File: config.mk
export PLATFORM = sky130hd
export DESIGN_NAME = arm_thumb_reloc_patcher_top
export DESIGN_NICKNAME = d
export VERILOG_FILES = /design/src/sv/atrp_pkg.sv /design/src/sv/atrp_patch.sv /design/src/sv/arm_thumb_reloc_patcher_top.sv
export SDC_FILE = /design/constraint.sdc
export NUM_CORES = 1
export LEC_CHECK = 0
export BUFFER_PORTS_ARGS = -buffer_cell sky130_fd_sc_hd__buf_2
export CAP_MARGIN = 15
export CORE_ASPECT_RATIO = 0.7
export CORE_MARGIN = 1.5
export CORE_UTILIZATION = 55
export CTS_BUF_LIST = sky130_fd_sc_hd__clkbuf_8
export DETAILED_ROUTE_END_ITERATION = 8
export PLACE_DENSITY = 0.78
export SETUP_SLACK_MARGIN = 0.3
export SYNTH_ARGS = -nofsm -noshare
export SYNTH_HDL_FRONTEND = slang
export SYNTH_HIERARCHICAL = 1
export SYNTH_SLANG_ARGS = --single-unit
File: constraint.sdc
create_clock -name clk -period 7.39 [get_ports clk]
set_input_delay 1.478 -clock clk [delete_from_list [all_inputs] [get_ports clk]]
set_output_delay 1.478 -clock clk [all_outputs]
set_load 0.02 [all_outputs]
File: src/sv/atrp_pkg.sv
`default_nettype none

package atrp_pkg;

    // stream widths
    localparam int IN_DATA_W  = 96;
    localparam int IN_USER_W  = 8;
    localparam int OUT_DATA_W = 32;
    localparam int OUT_USER_W = 2;

    // relocation types handled
    localparam logic [7:0] RELOC_ABS32    = 8'd2;
    localparam logic [7:0] RELOC_THM_CALL = 8'd10;

    // bits of the branch pair that survive re-encoding
    localparam logic [15:0] HI_KEEP_MASK = 16'hF800;
    localparam logic [15:0] LO_KEEP_MASK = 16'hD000;

    typedef enum logic [1:0] {
        ST_PATCHED      = 2'd0,
        ST_UNSUPPORTED  = 2'd1,
        ST_OUT_OF_RANGE = 2'd2
    } status_t;

    typedef struct packed {
        logic [7:0]  reloc_type;
        logic [15:0] first_half;
        logic [15:0] second_half;
        logic [31:0] symbol_address;
        logic [31:0] place_address;
    } item_t;

    typedef struct packed {
        logic [15:0] new_first_half;
        logic [15:0] new_second_half;
        status_t     status;
    } result_t;

endpackage

`default_nettype wire

File: src/sv/atrp_patch.sv
`default_nettype none

module atrp_patch (
    input  atrp_pkg::item_t   item,
    output atrp_pkg::result_t result
);
    import atrp_pkg::*;

    logic        s_bit;
    logic        i1;
    logic        i2;
    logic [31:0] addend;
    logic [31:0] branch;
    logic [31:0] abs_word;
    logic        in_reach;
    logic        nj1;
    logic        nj2;
    logic [15:0] bl_hi;
    logic [15:0] bl_lo;

    // decode the signed 25-bit addend of the bl pair
    assign s_bit  = item.first_half[10];
    assign i1     = ~(item.second_half[13] ^ s_bit);
    assign i2     = ~(item.second_half[11] ^ s_bit);
    assign addend = {{7{s_bit}}, s_bit, i1, i2, item.first_half[9:0],
                     item.second_half[10:0], 1'b0};

    // s + a - p, wrapping
    assign branch = item.symbol_address + addend - item.place_address;

    // reach is a signed 25-bit value: top byte all copies of bit 24
    assign in_reach = (branch[31:24] == {8{branch[24]}});

    // re-encode the pair
    assign nj1   = ~(branch[23] ^ branch[24]);
    assign nj2   = ~(branch[22] ^ branch[24]);
    assign bl_hi = (item.first_half & HI_KEEP_MASK) | {5'd0, branch[24], branch[21:12]};
    assign bl_lo = (item.second_half & LO_KEEP_MASK)
                 | {2'b00, nj1, 1'b0, nj2, branch[11:1]};

    // absolute word, little-endian halves
    assign abs_word = {item.second_half, item.first_half} + item.symbol_address;

    // select by relocation type
    always_comb
    begin
        result.new_first_half  = item.first_half;
        result.new_second_half = item.second_half;
        result.status          = ST_UNSUPPORTED;
        case (item.reloc_type)
            RELOC_ABS32:
            begin
                result.new_first_half  = abs_word[15:0];
                result.new_second_half = abs_word[31:16];
                result.status          = ST_PATCHED;
            end
            RELOC_THM_CALL:
            begin
                if (in_reach)
                begin
                    result.new_first_half  = bl_hi;
                    result.new_second_half = bl_lo;
                    result.status          = ST_PATCHED;
                end
                else
                begin
                    result.status = ST_OUT_OF_RANGE;
                end
            end
            default:
            begin
                result.status = ST_UNSUPPORTED;
            end
        endcase
    end

endmodule

`default_nettype wire

File: src/sv/arm_thumb_reloc_patcher_top.sv
// channel | direction | tdata (low bit up)                         | tuser
// s_axis  | in        | first_half, second_half, symbol_address,   | reloc_type
//         |           | place_address (96 bits)                    |
// m_axis  | out       | new_first_half, new_second_half (32 bits)  | status
//
// one request per cycle sustained while m_axis_tready stays high; each request passes
// through the input register and then the result register before it shows on m_axis
// the patch logic is a 32-bit three-operand add, a 32-bit add for ABS32 and a field re-encode
// rst_n clears both valid flags asynchronously; payload registers are not reset
// a stall on m_axis backs up into the input register, then drops s_axis_tready

`default_nettype none

module arm_thumb_reloc_patcher_top (
    input  wire logic                            clk,
    input  wire logic                            rst_n,
    input  wire logic                            s_axis_tvalid,
    output logic                                 s_axis_tready,
    // first_half, second_half, symbol_address, place_address
    input  wire logic [atrp_pkg::IN_DATA_W-1:0]  s_axis_tdata,
    // reloc_type
    input  wire logic [atrp_pkg::IN_USER_W-1:0]  s_axis_tuser,
    output logic                                 m_axis_tvalid,
    input  wire logic                            m_axis_tready,
    // new_first_half, new_second_half
    output logic [atrp_pkg::OUT_DATA_W-1:0]      m_axis_tdata,
    // status
    output logic [atrp_pkg::OUT_USER_W-1:0]      m_axis_tuser
);
    import atrp_pkg::*;

    logic    in_valid_reg;
    logic    in_valid_next;
    item_t   in_item_reg;
    logic    out_valid_reg;
    logic    out_valid_next;
    result_t out_res_reg;
    result_t patch_res;
    logic    out_load;
    logic    in_load;

    // handshake: result register frees when empty or taken
    assign out_load       = in_valid_reg && (!out_valid_reg || m_axis_tready);
    assign s_axis_tready  = !in_valid_reg || out_load;
    assign in_load        = s_axis_tvalid && s_axis_tready;
    assign in_valid_next  = in_load || (in_valid_reg && !out_load);
    assign out_valid_next = out_load || (out_valid_reg && !m_axis_tready);

    // valid flags
    always_ff @(posedge clk or negedge rst_n)
    begin
        if (!rst_n)
        begin
            in_valid_reg  <= 1'b0;
            out_valid_reg <= 1'b0;
        end
        else
        begin
            in_valid_reg  <= in_valid_next;
            out_valid_reg <= out_valid_next;
        end
    end

    // input and result payload
    always_ff @(posedge clk)
    begin
        if (in_load)
        begin
            in_item_reg.reloc_type     <= s_axis_tuser;
            in_item_reg.first_half     <= s_axis_tdata[15:0];
            in_item_reg.second_half    <= s_axis_tdata[31:16];
            in_item_reg.symbol_address <= s_axis_tdata[63:32];
            in_item_reg.place_address  <= s_axis_tdata[95:64];
        end
        if (out_load)
        begin
            out_res_reg <= patch_res;
        end
    end

    // relocation patch logic
    atrp_patch u_patch (
        .item   (in_item_reg),
        .result (patch_res)
    );

    assign m_axis_tvalid = out_valid_reg;
    assign m_axis_tdata  = {out_res_reg.new_second_half, out_res_reg.new_first_half};
    assign m_axis_tuser  = out_res_reg.status;

endmodule

`default_nettype wire

## Word level (Yosys, flattened, before mapping)

Cells that the tools add are included.

- Register bits: 140
- Output and inout bits: 36
- Logic and storage cells: 42

- Add/sub/neg operators: 3
- Equality and inequality tests: 3
- Mux-type cells: 4
- Bitwise operators: 10
- Reductions and logical operators: 12

Operators by type and width:

| kind | number |
|---|---|
| 32-bit adder | 2 |
| 32-bit case mux with 2 select lines | 1 |
| 32-bit 2-to-1 mux | 1 |
| 32-bit subtractor | 1 |
| 16-bit by 11-bit OR with 16-bit output | 1 |
| 16-bit by 14-bit OR with 16-bit output | 1 |
| 8-bit by 2-bit equality test with 1-bit output, second input constant | 1 |
| 8-bit by 4-bit equality test with 1-bit output, second input constant | 1 |
| 7-bit equality test | 1 |
| 1-bit logical AND | 4 |
| 1-bit zero test | 4 |
| 1-bit logical OR | 4 |
| 1-bit inverter | 4 |
| 2-bit case mux with 2 select lines | 1 |
| 1-bit bitwise XOR | 4 |
| 2-bit 2-to-1 mux | 1 |

## Longest topological paths before layout

- Word-level depth: 9
- Mapped depth: 20
- Gate-level depth less buffers: 15

## Modules after synthesis

Netlist, hierarchy kept.

Modules (own cells, without submodules):

| module | instances | cells an instance | area each (um^2) | sequential area each (um^2) |
|---|---|---|---|---|
| atrp_patch | 1 | 742 | 5,068.6 | 0.0 |
| arm_thumb_reloc_patcher_top | 1 | 146 | 4,247.8 | 4,194.0 |

## Worst setup path before layout

Ideal clock, no wire load.

- Path type: flip-flop to flip-flop
- Start point: register in_item_reg[90] (netlist bit)
- End point: register out_res_reg, in the netlist m_axis_tdata[7] (data pin)
- Data arrival time: 4,368 ps
- Required time: 7,129 ps
- Slack: 2,761 ps
- Stages on the path, launching flop included: 19
- Path buffers: 4
- Clock period less this slack: 4,629 ps
- Path through: edfxtp_1 -> clkbuf_1 -> xor2_1 -> fa_1 -> inv_1 -> ha_1 -> buf_6 -> a21o_1 -> a21o_1 -> a21oi_2 -> inv_2 -> a221o_1 -> a221o_1 -> a311o_1 -> or4_4 -> and2_4 -> buf_6 -> buf_2 -> a311o_1

RTL lines:

| what | RTL line | source |
|---|---|---|
| start: declaration | arm_thumb_reloc_patcher_top.sv:34 | `item_t in_item_reg;` |
| end signal: assignment | arm_thumb_reloc_patcher_top.sv:77 | `out_res_reg <= patch_res;` |
| end: declaration | arm_thumb_reloc_patcher_top.sv:37 | `result_t out_res_reg;` |

==> impl_metrics.yaml <==
synthesis:
  ys_seq_area_share_pct: 45.0
  postSynthCellCount: 888
  ys_async_sr_fraction_pct: 1.43
  synth_cell_types: 67
  synth-seq-cells: 140
  syn_nets: 1089
  postSynthAreaPerCell_um2: 10.5
  ys.flop_type: "edfxtp_1"
  syn-cell-area_um2: 9320
  synth_edf_count: 138
  yosysWarnings: 6
finish:
  drive_gt1_share_pct: 18.6
  insertedDiodeCount: 0
  finish.utilization_pct: 64.5
  layout.cells.non_filler: 1265
  layout.nets: 1228
  largest_reg_flops: 104
  syn_to_final_growth_pct: 13.8
  layout_common_cells: "143 x buf_2, 138 x edfxtp_1, 127 x inv_1"
  final_common_cell: "buf_2"
  finalInstanceArea_um2: 10600
sta:
  period_needed_ns: 5.12
  clock_skew_ns: 0.0140
  slew_viol_final: 0
  tightest_slew_ns: 1.10
  hold_violations: 0
  min_period_over_period_pct: 69.3
  maxSlewHeadroom_pct: 27.0
  setup_viol: 0
  fmax_ghz: 0.195
  tns_ns: 0
  rsz0062_at_grt: "false"
clock_network:
  cts_buffers: 17
  clockRootBuffer: "clkbuf_8"
  cts_tree: "done"
  hold_buffers: 0
  cts.clk_slew.worst_paths_ns: 0.09
  clkLatencyLatePin_ns: 0.46
  cts-resized-gates: 0
  htreeDepth: 4
  post-cts-setup-buffer-count: 0
  clockBufferDepth: 2
  cts_sinks: 140
place:
  io_buffers: 143
  dp.cells: 1233
  place_area_um2: 10200
  gp_congestion: 0.933
  hpwl_um: 18700
critical_path:
  criticalPathCategory: "register to register"
  cp_max_fo: 44
  worstSetupStartpointType: "register"
  worstPathArrival_ns: 5.28
  worst_path_max_delay_cell: "or4_4"
  max_stage_delay_ns: 0.53
  cp_cell_sequence: "fa_1, ha_1, fa_1, a21oi_1, o22ai_1, o21ai_0, a221oi_1, o41ai_2, xor2_1, nand4_1, or4_4, and2_4, a21oi_1, o221ai_1"
  cp.required_ns: 7.55
  crit_path_end_kind: "register"
detailed_routing:
  vias_per_cell: 5.93
  wl_per_cell_um: 19.2
  vias: 7506
  drc: 0
  routed_wl_um: 24300
  drtIter0Drc: 883
  dr.pass1.iters: 5
  ant_nets: 0
floorplanning:
  num_rows: 39
  initial_utilization_pct: 56.7
  dieArea_um2: 17700
  num_io_pins: 144
  die_w_um: 159
  core_area_um2: 16400
  die_h_um: 112
pwr:
  seqPwrFrac_pct: 40.1
  p_switching_mw: 0.894
  clkPwrFrac_pct: 25.7
  power.share.combinational_pct: 34.2
  p_per_area_nw_per_um2: 230
  power.leakage_nw: 4.57
  p_int_mw: 1.55
  switching_share_pct: 36.6
  peakVddDrop_mv: 0.138
global_routing:
  grt_max_degree: 68
  grt_pass1_wl_um: 37000
  overflow: 0
  grt_usage_pct: 28.2
  grt_pass1_vias: 6937
  antenna_found_initial: 0
run_status:
  status: "complete, no violations"
worst_hold_path:
  hold_class: "register to register"
flow_run:
  drv_cap: 0
## cell type report
class	count	area [µm²]
clock buffer	18	248
clock inverter	14	148
fill	1337	5840
inverter	129	484
multi-input combinational	592	4500
sequential	140	4190
tap	225	282
timing repair buffer	147	746
## power groups by stage
stage	sequential, mW	combinational, mW	clock [mW]
finish	0.979	0.836	0.629
global route	0.984	0.915	0.678
CTS	0.979	0.818	0.639
detailed placement	0.996	0.811	0
global placement	0.995	0.803	0
floorplan	0.999	0.588	0
## cells by family after synthesis
group	share of synthesized area [%]
fa+ha+maj	15.1
flops	45.0
simple gates	11.7
xor+xnor	5.45
compound gates	15.9
mux	0.215
buf+inv	6.65
## metal layers
layer / track usage, % / share of wire (%)
met4: 8.35 / 1.9
met2: 38.1 / 41
met5: 0 / 0
met3: 8.14 / 12
met1: 43.5 / 45
## path summary, 6_finish.rpt
check                           slack [ns]                         to                       from  cells past startpoint
worst min register to register        0.55    m_axis_tvalid$_DFF_PN0_     in_valid_reg$_DFF_PN0_                      1
max in group asynchronous             6.51    m_axis_tvalid$_DFF_PN0_                      rst_n                      1
worst min-delay path                  0.55    m_axis_tvalid$_DFF_PN0_     in_valid_reg$_DFF_PN0_                      1
worst max-delay path                  2.27  m_axis_tdata[9]$_DFFE_PP_  in_item_reg[33]$_DFFE_PP_                     14
worst max register to register        2.27  m_axis_tdata[9]$_DFFE_PP_  in_item_reg[33]$_DFFE_PP_                     14
min in group asynchronous             0.78     in_valid_reg$_DFF_PN0_                      rst_n                      1
## per-stage QoR
| stage | setup slack, ns | power, mW | hold slack [ns] |
|---|---|---|---|
| 6_report | 2.27 | 2.44 | 0.552 |
| 5_1_grt | 2.14 | 2.58 | 0.593 |
| 3_3_place_gp | 2.55 | 1.80 | 0.515 |
| 4_1_cts | 2.38 | 2.44 | 0.553 |
| 3_5_place_dp | 2.44 | 1.81 | 0.532 |
| 2_1_floorplan | 2.76 | 1.59 | 0.511 |
## cells in the mapped netlist (7+ instances only)
master	n	share of area [%]
nand2b_1	7	0.47
a21oi_1	60	3.2
edfxtp_1	138	44
clkbuf_1	20	0.81
o21ai_0	40	2.1
nand4_1	11	0.74
a31oi_1	7	0.47
a21o_1	19	1.5
a211oi_1	10	0.81
nor3_1	20	1.1
nand2_1	49	2.0
nand3_1	36	1.9
o22ai_1	13	0.87
and2_1	7	0.47
fa_1	32	6.9
xnor2_1	33	3.1
nor2_1	46	1.9
inv_1	127	5.1
o21bai_1	8	0.64
xor2_1	25	2.4
o211ai_1	7	0.56
ha_1	61	8.2
a311oi_1	10	0.94
## critical path, delay by kind of cell, from the launching register on
family                     cells  cell delay [ns]
AOI/OAI and AO/OA              7             1.99
xor gates and xnor gates       1             0.24
adders and majority gates      3             1.13
DFF                            1             0.48
and+or+nand+nor                3             0.95
Note: power is estimated with default switching activity, not from simulation.
